$ cat config.mk
export PLATFORM = sky130hd
export DESIGN_NAME = msbw_merge
export DESIGN_NICKNAME = d
export VERILOG_FILES = /design/src/hw/rtl/msbw_pkg.sv /design/src/hw/rtl/msbw_merge.sv
export SDC_FILE = /design/constraint.sdc
export NUM_CORES = 1
export LEC_CHECK = 0
export BUFFER_PORTS_ARGS = -buffer_cell sky130_fd_sc_hd__buf_2
export CAP_MARGIN = 10
export CELL_PAD_IN_SITES_DETAIL_PLACEMENT = 0
export CELL_PAD_IN_SITES_GLOBAL_PLACEMENT = 1
export CORE_UTILIZATION = 31
export DETAILED_ROUTE_END_ITERATION = 10
export PLACE_DENSITY_LB_ADDON = 0.12
export REMOVE_ABC_BUFFERS = 1
export SYNTH_ARGS = -nofsm -noshare
export SYNTH_HDL_FRONTEND = slang
export SYNTH_SLANG_ARGS = --single-unit
export TNS_END_PERCENT = 5
$ cat constraint.sdc
create_clock -name vclk -period 4.8
set_input_delay 0.24 -clock vclk [all_inputs]
set_output_delay 0.24 -clock vclk [all_outputs]
set_load 0.01 [all_outputs]
$ cat src/hw/rtl/msbw_pkg.sv
// msbw_pkg: command codes and shared types for the msb-first bit writer
`default_nettype none

package msbw_pkg;

   typedef logic [1:0] cmd_type;

   localparam cmd_type CMD_WRITE = 2'd0;
   localparam cmd_type CMD_MOVE  = 2'd1;
   localparam cmd_type CMD_READ  = 2'd2;

   // result of merging a bit field into the two-byte window at the cursor
   typedef struct packed {
      logic [7:0] byte0;
      logic [7:0] byte1;
      logic       we0;
      logic       we1;
      logic [3:0] count;
      logic       err;
   } msbw_wr_type;

endpackage

`default_nettype wire

$ cat src/hw/rtl/msbw_merge.sv
// msbw_merge: clips a write field and merges it into the two bytes at the cursor
`default_nettype none

module msbw_merge
   import msbw_pkg::*;
(
   input  wire logic [7:0]  value,
   input  wire logic [3:0]  bit_count,
   input  wire logic [2:0]  skip_bits,
   input  wire logic [2:0]  bit_pos,
   input  wire logic [15:0] room,
   input  wire logic [7:0]  old0,
   input  wire logic [7:0]  old1,
   output msbw_wr_type      wr
);

   logic [4:0]  span;
   logic [3:0]  cnt1;
   logic [3:0]  cnt2;
   logic        err1;
   logic        err2;
   logic [15:0] win;
   logic [15:0] mask;
   logic [15:0] merged;

   always_comb begin
      span = {2'b00, skip_bits} + {1'b0, bit_count};
      // field running past the lsb of the source byte
      err1 = span > 5'd8;
      cnt1 = err1 ? (4'd8 - {1'b0, skip_bits}) : bit_count;
      // field running past the end of the store
      err2 = {12'd0, cnt1} > room;
      cnt2 = err2 ? room[3:0] : cnt1;

      win    = ({value, 8'h00} << skip_bits) >> bit_pos;
      mask   = (~(16'hFFFF >> cnt2)) >> bit_pos;
      merged = ({old0, old1} & ~mask) | (win & mask);

      wr.byte0 = merged[15:8];
      wr.byte1 = merged[7:0];
      wr.we0   = cnt2 != 4'd0;
      wr.we1   = mask[7:0] != 8'h00;
      wr.count = cnt2;
      wr.err   = err1 | err2;
   end

endmodule

`default_nettype wire

==> results of run 1 <==
==> where the power goes <==
group          total [mW]  switching (mW)  leakage, nW  internal (mW)
Clock                   0               0            0              0
Combinational       0.372           0.193         1.05          0.179
Sequential              0               0            0              0
Total               0.372           0.193         1.05          0.179
==> final cells by class <==
class / count / area share (%)
inverters: 12 / 1.94
well taps: 70 / 3.76
repair buffers: 101 / 24.9
multi-input cells: 205 / 69.4
==> cells by family after synthesis <==
family | synth area share [%]
mux | 19.3
xor+xnor | 1.05
buf+inv | 8.57
simple gates | 21.4
compound gates | 40.6
fa+ha+maj | 9.02
==> cell usage after synthesis, drive strengths merged, types with 4 or more instances <==
master | n | area share, %
a211oi | 7 | 3.2
a21boi | 4 | 1.8
a21o | 4 | 1.9
a21oi | 18 | 5.9
a31oi | 6 | 2.3
buf | 11 | 4.1
clkbuf | 8 | 1.8
ha | 8 | 6.0
inv | 12 | 2.7
mux2 | 10 | 7.0
mux2i | 16 | 9.6
nand2 | 17 | 3.8
nand4 | 4 | 1.5
nor2 | 20 | 4.7
nor2b | 6 | 2.3
nor3 | 5 | 1.5
o211ai | 7 | 3.2
o21ai | 19 | 5.7
o22ai | 5 | 1.9
==> worst min-delay path, delay by kind of cell <==
family,cells,cell delay (ns)
compound gates,1,0.11
buf+inv,2,0.20
==> repair_timing <==
action                                  in CTS  in global routing
pin swaps                                    2                 13
gates resized for setup                      3                 17
setup buffers                                1                  3
hold endpoints to repair                     0                  0
endpoints found under the setup margin       4                 15
cloned                                       0                  1
==> through the flow <==
| stage | power [mW] | TNS (ns) | hold slack (ns) | setup WS [ns] | instances |
|---|---|---|---|---|---|
| final | 0.372 | -0.000588 | 0.788 | -0.000588 | 388 |
| after global routing | 0.409 | -1.11 | 0.812 | -0.171 | 388 |
| after CTS | 0.349 | 0 | 0.792 | 0.0231 | 384 |
| after detailed placement | 0.344 | -0.0896 | 0.792 | -0.0547 | 383 |
| after global placement | 0.345 | -0.00724 | 0.787 | -0.00724 | 383 |
| after floorplan | 0.207 | 0 | 0.573 | 0.0750 | 216 |
==> worst paths after layout <==
kind / from / to / slack, ns / cells after the start
max: skip_bits[0] / wr[20] / -0.0006 / 18
min: old1[4] / wr[11] / 0.79 / 3
==> routing by layer <==
metal,GRT usage [%],part of all wire (%)
met1,26.0,50
met5,0,0
met4,0.617,0
met2,30.2,46
met3,0.529,4.2
==> flow_results.xml, run 1 <==
<?xml version="1.0" encoding="UTF-8"?>
<metrics>
  <group name="routing">
    <metric name="drtPass1Iterations" unit="">4</metric>
    <metric name="routed-via-count" unit="">2102</metric>
    <metric name="vias_per_cell" unit="">5.42</metric>
    <metric name="dr.first_iter.drc_count" unit="">118</metric>
    <metric name="ant_nets" unit="">0</metric>
    <metric name="detail_route.drc_violations" unit="">0</metric>
    <metric name="detail_route.wirelength" unit="um">5450</metric>
    <metric name="route.detailed.wl_per_inst" unit="um">14.1</metric>
  </group>
  <group name="setup_path">
    <metric name="worst-setup-path-type" unit="">input port to primary output</metric>
    <metric name="setup.worst_path.start_class" unit="">input port</metric>
    <metric name="path_max_fanout" unit="">5</metric>
    <metric name="critical_path_cell_with_the_highest_stage_delay" unit="">sky130_fd_sc_hd__or4_4</metric>
    <metric name="timing.critical_path.max_delay_family" unit="">simple AND/OR/NAND/NOR gates</metric>
    <metric name="worst_path_largest_cell_delay" unit="ns">0.53</metric>
    <metric name="cp_cell_sequence" unit="">buf_2 &gt; ha_1 &gt; inv_1 &gt; fa_1 &gt; or3b_4 &gt; o32ai_4 &gt; a21o_4 &gt; nor2_4 &gt; mux2_4 &gt; ha_4 &gt; o211ai_1 &gt; a211o_4 &gt; mux2_4 &gt; or4_4 &gt; o311a_1 &gt; nand2_1 &gt; mux2_2 &gt; buf_2</metric>
    <metric name="worst_setup_path_end_kind" unit="">primary output</metric>
    <metric name="cp_data_arrival_time" unit="ns">4.56</metric>
    <metric name="critical_path_buf_inv_count" unit="">3</metric>
    <metric name="cp.required" unit="ns">4.56</metric>
  </group>
  <group name="die">
    <metric name="placeableCoreArea" unit="sq mm">0.00514</metric>
    <metric name="fp.dieH" unit="um">75.3</metric>
    <metric name="initial_utilization" unit="%">32.4</metric>
    <metric name="design.portCount" unit="">73</metric>
    <metric name="die-area" unit="sq mm">0.00567</metric>
    <metric name="die_width" unit="um">75.3</metric>
    <metric name="rows" unit="">26</metric>
  </group>
  <group name="job">
    <metric name="drv_cap" unit="">0</metric>
  </group>
  <group name="timing">
    <metric name="slew_violations" unit="">0</metric>
    <metric name="fin_crit_share" unit="%">100</metric>
    <metric name="setup_violations" unit="">1</metric>
    <metric name="achievable-frequency" unit="GHz">0.208</metric>
    <metric name="relSlewSlack" unit="%">62.5</metric>
    <metric name="final_hold_viol_count" unit="">0</metric>
    <metric name="tightestPinTransition" unit="ns">0.562</metric>
    <metric name="rsz0062_at_grt" unit="">true</metric>
    <metric name="layout_min_cycle_time" unit="ns">4.80</metric>
    <metric name="worst_slack" unit="ns">-0.000588</metric>
  </group>
  <group name="synth">
    <metric name="syn-cell-area" unit="sq mm">0.00167</metric>
    <metric name="fraction_of_the_yosys_area_taken_by_sequential_cells" unit="%">0</metric>
    <metric name="yosys_warning_total" unit="">0</metric>
    <metric name="syn_inst_count" unit="">235</metric>
    <metric name="yosys.cell_types.count" unit="">62</metric>
    <metric name="postSynthAreaPerCell" unit="sq um">7.09</metric>
  </group>
  <group name="status">
    <metric name="outcome" unit="">finished, violations left</metric>
    <metric name="failed_checks" unit="">setup timing</metric>
  </group>
  <group name="finish">
    <metric name="final_area" unit="sq mm">0.00233</metric>
    <metric name="final_nets" unit="">379</metric>
    <metric name="register_area" unit="sq um">0</metric>
    <metric name="antenna_cells_inserted" unit="">0</metric>
    <metric name="nClkBuffers" unit="">0</metric>
    <metric name="n_fill_cell" unit="">565</metric>
    <metric name="final_core_util" unit="%">45.3</metric>
    <metric name="multi_input_area" unit="sq mm">0.00162</metric>
    <metric name="flops_and_latches" unit="">0</metric>
    <metric name="final_cell_mix" unit="">73 x sky130_fd_sc_hd__buf_2, 27 x sky130_fd_sc_hd__buf_4, 19 x sky130_fd_sc_hd__nor2_1, 17 x sky130_fd_sc_hd__nand2_1</metric>
    <metric name="syn_to_final_growth" unit="%">39.7</metric>
    <metric name="final_layout_size_suffix_gt1_share" unit="%">43.4</metric>
    <metric name="leading_cell_type_in_the_layout_fill_and_taps_excluded" unit="">sky130_fd_sc_hd__buf_2</metric>
  </group>
  <group name="grt">
    <metric name="grt_util_all_layers" unit="%">17.6</metric>
    <metric name="antenna_found_initial" unit="">0</metric>
    <metric name="grt_start_max_net_pins" unit="">24</metric>
    <metric name="first_global_vias" unit="">1716</metric>
    <metric name="grt_pass1_wl" unit="um">8040</metric>
    <metric name="grt_overflow" unit="">0</metric>
  </group>
  <group name="placement">
    <metric name="finalWeightedCongestion" unit="">0.767</metric>
    <metric name="postPlaceCellArea" unit="sq mm">0.00220</metric>
    <metric name="detailed_place_hpwl" unit="um">4240</metric>
    <metric name="port_buffers" unit="">73</metric>
  </group>
  <group name="cts">
    <metric name="postCtsHoldBufs" unit="">0</metric>
  </group>
  <group name="power">
    <metric name="vdd_ir_drop_max" unit="V">0.0000961</metric>
    <metric name="power_density" unit="mW/mm^2">160</metric>
    <metric name="p_leak" unit="nW">1.05</metric>
  </group>
  <group name="hold_path">
    <metric name="holdCritPathClass" unit="">input port to primary output</metric>
  </group>
</metrics>
(Power assumes the default switching activity.)
==> inputs of run 2 (changes only) <==
--- a/config.mk
+++ b/config.mk
@@ -9,6 +9,7 @@
 export CAP_MARGIN = 10
 export CELL_PAD_IN_SITES_DETAIL_PLACEMENT = 0
 export CELL_PAD_IN_SITES_GLOBAL_PLACEMENT = 1
+export CORE_ASPECT_RATIO = 1.25
 export CORE_UTILIZATION = 31
 export DETAILED_ROUTE_END_ITERATION = 10
 export PLACE_DENSITY_LB_ADDON = 0.12
==> run 2 against run 1 <==
- the run now ends clean
- global-route usage up 1.7 points
- utilization decreased by 0.21 points
- critical path depth increased by 6
- combinational power is essentially flat
- critical endpoint is now wr[18]
- largest cell class unchanged
==> flow_results.xml, run 2 (synthesized netlist as in run 1, its figures left out) <==
<?xml version="1.0" encoding="UTF-8"?>
<metrics>
  <group name="routing">
    <metric name="vias_per_cell" unit="">5.53</metric>
    <metric name="ant_nets" unit="">0</metric>
    <metric name="drtPass1Iterations" unit="">4</metric>
    <metric name="route.detailed.wl_per_inst" unit="um">14.3</metric>
    <metric name="routed-via-count" unit="">2078</metric>
    <metric name="detail_route.drc_violations" unit="">0</metric>
    <metric name="dr.first_iter.drc_count" unit="">78</metric>
    <metric name="detail_route.wirelength" unit="um">5390</metric>
  </group>
  <group name="finish">
    <metric name="nClkBuffers" unit="">0</metric>
    <metric name="final_nets" unit="">375</metric>
    <metric name="final_cell_mix" unit="">73 x sky130_fd_sc_hd__buf_2, 25 x sky130_fd_sc_hd__buf_4, 19 x sky130_fd_sc_hd__nor2_1, 17 x sky130_fd_sc_hd__nand2_1</metric>
    <metric name="register_area" unit="sq um">0</metric>
    <metric name="n_fill_cell" unit="">555</metric>
    <metric name="syn_to_final_growth" unit="%">38.5</metric>
    <metric name="leading_cell_type_in_the_layout_fill_and_taps_excluded" unit="">sky130_fd_sc_hd__buf_2</metric>
    <metric name="flops_and_latches" unit="">0</metric>
    <metric name="antenna_cells_inserted" unit="">0</metric>
    <metric name="final_layout_size_suffix_gt1_share" unit="%">43.3</metric>
  </group>
  <group name="timing">
    <metric name="final_hold_viol_count" unit="">0</metric>
    <metric name="layout_min_cycle_time" unit="ns">4.78</metric>
    <metric name="achievable-frequency" unit="GHz">0.209</metric>
    <metric name="tightestPinTransition" unit="ns">0.628</metric>
    <metric name="holdWs" unit="ns">0.778</metric>
    <metric name="rsz0062_at_grt" unit="">true</metric>
    <metric name="fin_crit_share" unit="%">99.6</metric>
    <metric name="setup_violations" unit="">0</metric>
    <metric name="relSlewSlack" unit="%">57.8</metric>
    <metric name="slew_violations" unit="">0</metric>
  </group>
  <group name="setup_path">
    <metric name="critical_path_cell_with_the_highest_stage_delay" unit="">sky130_fd_sc_hd__fa_1</metric>
    <metric name="path_depth" unit="">24</metric>
    <metric name="cp_cell_sequence" unit="">buf_2 &gt; ha_2 &gt; inv_1 &gt; fa_1 &gt; or3b_4 &gt; o32ai_4 &gt; a21o_2 &gt; nor2_2 &gt; nand2_1 &gt; nand2_1 &gt; ha_4 &gt; nor2b_1 &gt; o211ai_1 &gt; a211oi_1 &gt; buf_4 &gt; a31oi_4 &gt; a22oi_2 &gt; buf_4 &gt; buf_4 &gt; or4_4 &gt; nor4b_4 &gt; nor2b_2 &gt; a311oi_2 &gt; buf_2</metric>
    <metric name="timing.critical_path.max_delay_family" unit="">simple AND/OR/NAND/NOR gates</metric>
    <metric name="path_max_fanout" unit="">7</metric>
    <metric name="cp.required" unit="ns">4.56</metric>
    <metric name="worst_setup_path_end_kind" unit="">primary output</metric>
    <metric name="origin_of_the_worst_setup_path" unit="">skip_bits[0]</metric>
    <metric name="cp_data_arrival_time" unit="ns">4.54</metric>
    <metric name="worst_path_largest_cell_delay" unit="ns">0.48</metric>
    <metric name="setup.worst_path.start_class" unit="">input port</metric>
    <metric name="worst-setup-path-type" unit="">input port to primary output</metric>
    <metric name="critical_path_buf_inv_count" unit="">6</metric>
    <metric name="critical-path-top-cell-by-count" unit="">sky130_fd_sc_hd__buf_4</metric>
  </group>
  <group name="cts">
    <metric name="postCtsHoldBufs" unit="">0</metric>
  </group>
  <group name="die">
    <metric name="design.portCount" unit="">73</metric>
    <metric name="placeableCoreArea" unit="sq mm">0.00512</metric>
    <metric name="fp.dieH" unit="um">83.9</metric>
    <metric name="rows" unit="">29</metric>
    <metric name="die-area" unit="sq mm">0.00567</metric>
    <metric name="die_width" unit="um">67.6</metric>
    <metric name="initial_utilization" unit="%">32.6</metric>
  </group>
  <group name="hold_path">
    <metric name="worstHoldPathCells" unit="">3</metric>
    <metric name="min-delay-start" unit="">old1[4]</metric>
    <metric name="holdCritPathClass" unit="">input port to primary output</metric>
  </group>
  <group name="power">
    <metric name="total_power" unit="mW">0.369</metric>
    <metric name="vdd_ir_drop_max" unit="V">0.0000691</metric>
    <metric name="p_leak" unit="nW">1.03</metric>
    <metric name="power_density" unit="mW/mm^2">160</metric>
  </group>
  <group name="status">
    <metric name="outcome" unit="">complete, no violations</metric>
  </group>
  <group name="placement">
    <metric name="detailed_place_hpwl" unit="um">4310</metric>
    <metric name="finalWeightedCongestion" unit="">0.838</metric>
    <metric name="port_buffers" unit="">73</metric>
  </group>
  <group name="grt">
    <metric name="grt_overflow" unit="">0</metric>
    <metric name="grt_pass1_wl" unit="um">8930</metric>
    <metric name="grt_util_all_layers" unit="%">19.3</metric>
    <metric name="first_global_vias" unit="">1889</metric>
    <metric name="antenna_found_initial" unit="">0</metric>
    <metric name="grt_start_max_net_pins" unit="">24</metric>
  </group>
  <group name="job">
    <metric name="drv_cap" unit="">0</metric>
  </group>
</metrics>
[run 2: cell types whose count changed in the layout (fill, tap and decap cells not counted), sizes merged]
cell   delta
buf       -3
a211o     -1
[run 2: metrics by stage]
step | instance area (sq um) | setup WS, ns | setup TNS [ns] | util [%] | cells
after floorplan | 1570 | 0.0750 | 0 | - | 216
after global placement | 2180 | 0.0100 | 0 | 42.5 | 373
after detailed placement | 2180 | -0.0167 | -0.0338 | 42.5 | 373
after CTS | 2180 | -0.0101 | -0.0101 | 42.6 | 373
after global routing | 2310 | -0.215 | -1.98 | 45.1 | 376
final | 2310 | 0.0197 | 0 | 45.1 | 376
[run 2: timing repair]
action / CTS / global route
endpoints found under the hold margin: 0 / 0
gates cloned: 0 / 0
endpoints found under the setup margin: 5 / 17
buffers inserted: 0 / 3
resized for setup: 1 / 18
pin swaps: 1 / 8
[run 2: layout make-up]
| type | count | area (sq um) | share of cell area, % |
|---|---|---|---|
| tap | 62 | 77.6 | 3.36 |
| multi-input combinational | 204 | 1630 | 70.7 |
| timing repair buffer | 98 | 553 | 24.0 |
| inverter | 12 | 45.0 | 1.95 |
[run 2: routing by layer]
metal  GRT usage (%)  up-vias  wire [um]  share of wire [%]
met1            27.2      957       2580                 48
met2            33.7       53       2580                 48
met3           0.410        0        222                4.1
met5               0        -          0                  0
li1                -     1068          -                  -
met4               0        0          0                  0
[run 2: final timing paths]
path	slack, ns	to
setup / recovery	0.02	wr[18]
hold / removal	0.78	wr[11]
[run 2: report_power, final]
part	leakage, nW	total [mW]	switching, mW	internal (mW)
Clock	0	0	0	0
Sequential	0	0	0	0
Combinational	1.03	0.369	0.194	0.176
Total	1.03	0.369	0.194	0.176
==> inputs of run 3 (changes only) <==
--- a/config.mk
+++ b/config.mk
@@ -5,6 +5,7 @@
 export SDC_FILE = /design/constraint.sdc
 export NUM_CORES = 1
 export LEC_CHECK = 0
+export ABC_AREA = 1
 export BUFFER_PORTS_ARGS = -buffer_cell sky130_fd_sc_hd__buf_2
 export CAP_MARGIN = 10
 export CELL_PAD_IN_SITES_DETAIL_PLACEMENT = 0
@@ -12,6 +13,7 @@
 export CORE_ASPECT_RATIO = 1.25
 export CORE_UTILIZATION = 31
 export DETAILED_ROUTE_END_ITERATION = 10
+export GPL_TIMING_DRIVEN = 1
 export PLACE_DENSITY_LB_ADDON = 0.12
 export REMOVE_ABC_BUFFERS = 1
 export SYNTH_ARGS = -nofsm -noshare
==> run 3 against run 2 <==
- count of clock-buffer cells in the layout unchanged
- combinational power is 4% higher
- flip-flop and latch count stayed put
- highest routed layer is now met4
- fmax up 13%
- power rose by 3.6%
- critical path depth up 3
- area after synthesis up 22%
- largest power group unchanged
- first-iteration DRC count increased by 62%
- wire length grew 16%
==> flow_results.xml, run 3 <==
<?xml version="1.0" encoding="UTF-8"?>
<metrics>
  <group name="placement">
    <metric name="finalWeightedCongestion" unit="">0.818</metric>
    <metric name="detailedPlace.worstSlack" unit="ns">0.537</metric>
    <metric name="postPlaceCellArea" unit="sq mm">0.00241</metric>
    <metric name="port_buffers" unit="">73</metric>
    <metric name="detailed_place_hpwl" unit="um">5160</metric>
  </group>
  <group name="grt">
    <metric name="grt_util_all_layers" unit="%">19.0</metric>
    <metric name="grt_pass1_wl" unit="um">10700</metric>
    <metric name="first_global_vias" unit="">2437</metric>
    <metric name="grt_start_max_net_pins" unit="">31</metric>
    <metric name="grt_overflow" unit="">0</metric>
    <metric name="antenna_found_initial" unit="">0</metric>
  </group>
  <group name="timing">
    <metric name="slew_violations" unit="">0</metric>
    <metric name="layout_min_cycle_time" unit="ns">4.23</metric>
    <metric name="relSlewSlack" unit="%">49.0</metric>
    <metric name="rsz0062_at_grt" unit="">false</metric>
    <metric name="final_hold_viol_count" unit="">0</metric>
    <metric name="fin_crit_share" unit="%">88.1</metric>
    <metric name="worst_slack" unit="ns">0.572</metric>
    <metric name="tightestPinTransition" unit="ns">0.760</metric>
    <metric name="setup-tns-final" unit="ns">0</metric>
    <metric name="achievable-frequency" unit="GHz">0.236</metric>
    <metric name="holdWs" unit="ns">0.754</metric>
    <metric name="setup_violations" unit="">0</metric>
  </group>
  <group name="die">
    <metric name="rows" unit="">32</metric>
    <metric name="die-area" unit="sq mm">0.00686</metric>
    <metric name="placeableCoreArea" unit="sq mm">0.00625</metric>
    <metric name="initial_utilization" unit="%">32.4</metric>
    <metric name="fp.dieH" unit="um">92.4</metric>
    <metric name="design.portCount" unit="">73</metric>
    <metric name="die_width" unit="um">74.3</metric>
  </group>
  <group name="synth">
    <metric name="postSynthAreaPerCell" unit="sq um">5.26</metric>
    <metric name="yosys_warning_total" unit="">0</metric>
    <metric name="syn_inst_count" unit="">385</metric>
    <metric name="synth_top_cells_by_area" unit="">sky130_fd_sc_hd__nand2_1 24%, sky130_fd_sc_hd__nand3_1 19%, sky130_fd_sc_hd__nand3_2 6.4%</metric>
    <metric name="fraction_of_the_yosys_area_taken_by_sequential_cells" unit="%">0</metric>
    <metric name="post-synth-top-area-fraction" unit="%">23.9</metric>
    <metric name="synth_most_common_cell" unit="">sky130_fd_sc_hd__nand2_1</metric>
    <metric name="synth.largest_area_cell" unit="">sky130_fd_sc_hd__nand2_1</metric>
    <metric name="syn-cell-area" unit="sq mm">0.00202</metric>
    <metric name="synth_common_cells" unit="">129 x sky130_fd_sc_hd__nand2_1, 76 x sky130_fd_sc_hd__nand3_1, 28 x sky130_fd_sc_hd__inv_1, 23 x sky130_fd_sc_hd__o21ai_0, 19 x sky130_fd_sc_hd__nor2_1</metric>
    <metric name="yosys.cell_types.count" unit="">36</metric>
  </group>
  <group name="finish">
    <metric name="antenna_cells_inserted" unit="">0</metric>
    <metric name="final_core_util" unit="%">38.6</metric>
    <metric name="flops_and_latches" unit="">0</metric>
    <metric name="multi_input_area" unit="sq mm">0.00180</metric>
    <metric name="register_area" unit="sq um">0</metric>
    <metric name="leading_cell_type_in_the_layout_fill_and_taps_excluded" unit="">sky130_fd_sc_hd__nand2_1</metric>
    <metric name="syn_to_final_growth" unit="%">19.0</metric>
    <metric name="n_fill_cell" unit="">781</metric>
    <metric name="nClkBuffers" unit="">0</metric>
    <metric name="final_nets" unit="">503</metric>
    <metric name="final_cell_mix" unit="">129 x sky130_fd_sc_hd__nand2_1, 76 x sky130_fd_sc_hd__nand3_1, 73 x sky130_fd_sc_hd__buf_2, 28 x sky130_fd_sc_hd__inv_1, 23 x sky130_fd_sc_hd__o21ai_0</metric>
    <metric name="final_area" unit="sq mm">0.00241</metric>
    <metric name="final_layout_size_suffix_gt1_share" unit="%">28.3</metric>
  </group>
  <group name="setup_path">
    <metric name="cp.required" unit="ns">4.56</metric>
    <metric name="worst_setup_path_end_kind" unit="">primary output</metric>
    <metric name="setup.worst_path.start_class" unit="">input port</metric>
    <metric name="cp_data_arrival_time" unit="ns">3.99</metric>
    <metric name="worst-setup-path-type" unit="">input port to primary output</metric>
    <metric name="path_max_fanout" unit="">11</metric>
  </group>
  <group name="routing">
    <metric name="ant_nets" unit="">0</metric>
    <metric name="drtPass1Iterations" unit="">6</metric>
    <metric name="vias_per_cell" unit="">4.92</metric>
    <metric name="detail_route.drc_violations" unit="">0</metric>
    <metric name="dr.first_iter.drc_count" unit="">126</metric>
    <metric name="route.detailed.wl_per_inst" unit="um">11.9</metric>
    <metric name="routed-via-count" unit="">2595</metric>
    <metric name="detail_route.wirelength" unit="um">6270</metric>
  </group>
  <group name="cts">
    <metric name="cts_post_setup_buffers_inserted" unit="">0</metric>
    <metric name="postCtsHoldBufs" unit="">0</metric>
    <metric name="post_cts.resized_instances" unit="">0</metric>
  </group>
  <group name="hold_path">
    <metric name="min-delay-start" unit="">old0[2]</metric>
    <metric name="worstHoldPathCells" unit="">4</metric>
    <metric name="holdCritPathClass" unit="">input port to primary output</metric>
    <metric name="timing.hold.worst_endpoint" unit="">wr[17]</metric>
  </group>
  <group name="status">
    <metric name="outcome" unit="">complete, no violations</metric>
  </group>
  <group name="power">
    <metric name="power_density" unit="mW/mm^2">159</metric>
    <metric name="p_leak" unit="nW">1.36</metric>
    <metric name="vdd_ir_drop_max" unit="V">0.0000662</metric>
  </group>
  <group name="job">
    <metric name="drv_cap" unit="">0</metric>
  </group>
</metrics>
[run 3: cell types whose count changed after synthesis, sizes merged, moves of 6 or more]
cell    previous run  this run
or2                1         7
nand2             17       152
inv               12        32
mux2i             16         2
nor2b              6         0
mux2              10         0
a31oi              6         0
a21oi             18         6
a211oi             7         0
o21ai             19        31
nand3              2        91
[run 3: area by class of cell]
cell class | count | share of cell area [%]
Inverter | 35 | 5.56
Multi-Input combinational cell | 334 | 74.9
Tap cell | 85 | 4.41
Timing Repair Buffer | 73 | 15.2
[run 3: stage by stage]
stage | power, mW | std cells
after floorplan | 0.269 | 369
after global placement | 0.387 | 527
after detailed placement | 0.386 | 527
after CTS | 0.387 | 527
after global routing | 0.435 | 527
final | 0.383 | 527
[run 3: critical path, cell delays in order]
cell	delay, ns
sky130_fd_sc_hd__buf_2	0.18
sky130_fd_sc_hd__ha_1	0.19
sky130_fd_sc_hd__inv_1	0.05
sky130_fd_sc_hd__fa_1	0.40
sky130_fd_sc_hd__inv_1	0.07
sky130_fd_sc_hd__nand2_1	0.06
sky130_fd_sc_hd__nand4_2	0.09
sky130_fd_sc_hd__nand3_4	0.13
sky130_fd_sc_hd__nand2_4	0.13
sky130_fd_sc_hd__nand2_4	0.06
sky130_fd_sc_hd__nand2_1	0.08
sky130_fd_sc_hd__inv_1	0.05
sky130_fd_sc_hd__ha_1	0.28
sky130_fd_sc_hd__nand2_1	0.09
sky130_fd_sc_hd__nor2_1	0.05
sky130_fd_sc_hd__nor2_1	0.08
sky130_fd_sc_hd__nand3_1	0.37
sky130_fd_sc_hd__inv_1	0.30
sky130_fd_sc_hd__nand2_1	0.14
sky130_fd_sc_hd__nand3_1	0.16
sky130_fd_sc_hd__nand3_1	0.17
sky130_fd_sc_hd__nand3_1	0.17
sky130_fd_sc_hd__nand2_1	0.09
sky130_fd_sc_hd__nand2_1	0.06
sky130_fd_sc_hd__nand3_1	0.10
sky130_fd_sc_hd__nand2_1	0.07
sky130_fd_sc_hd__buf_2	0.12
[run 3: power breakdown]
group	leakage (nW)	switching (mW)	internal, mW
combinational	1.36	0.247	0.135
sequential	0	0	0
clock	0	0	0
total	1.36	0.247	0.135
[run 3: cell families after synthesis]
family	Yosys count	synth area share, %
muxes	2	0.989
buffers and inverters	51	10.9
xor gates and xnor gates	1	0.433
AOI/OAI and AO/OA	41	11.1
adders and majority gates	9	5.93
and+or+nand+nor	281	70.7
[run 3: how the worst max path moves through the flow]
stage                       startpoint     end  cells past startpoint
after global placement    skip_bits[0]  wr[18]                     24
after global routing      skip_bits[0]  wr[14]                     26
after floorplan           bit_count[0]  wr[22]                     23
after detailed placement  skip_bits[0]  wr[14]                     27
after CTS                 skip_bits[0]  wr[12]                     29
final                     skip_bits[0]  wr[14]                     27
[run 3: metal layers]
metal,GRT usage (%),wire length (um),vias up
met5,0,0,-
met4,0.629,14,0
met3,0.218,174,2
met2,36.3,3270,49
met1,24.6,2800,1155
li1,-,-,1389
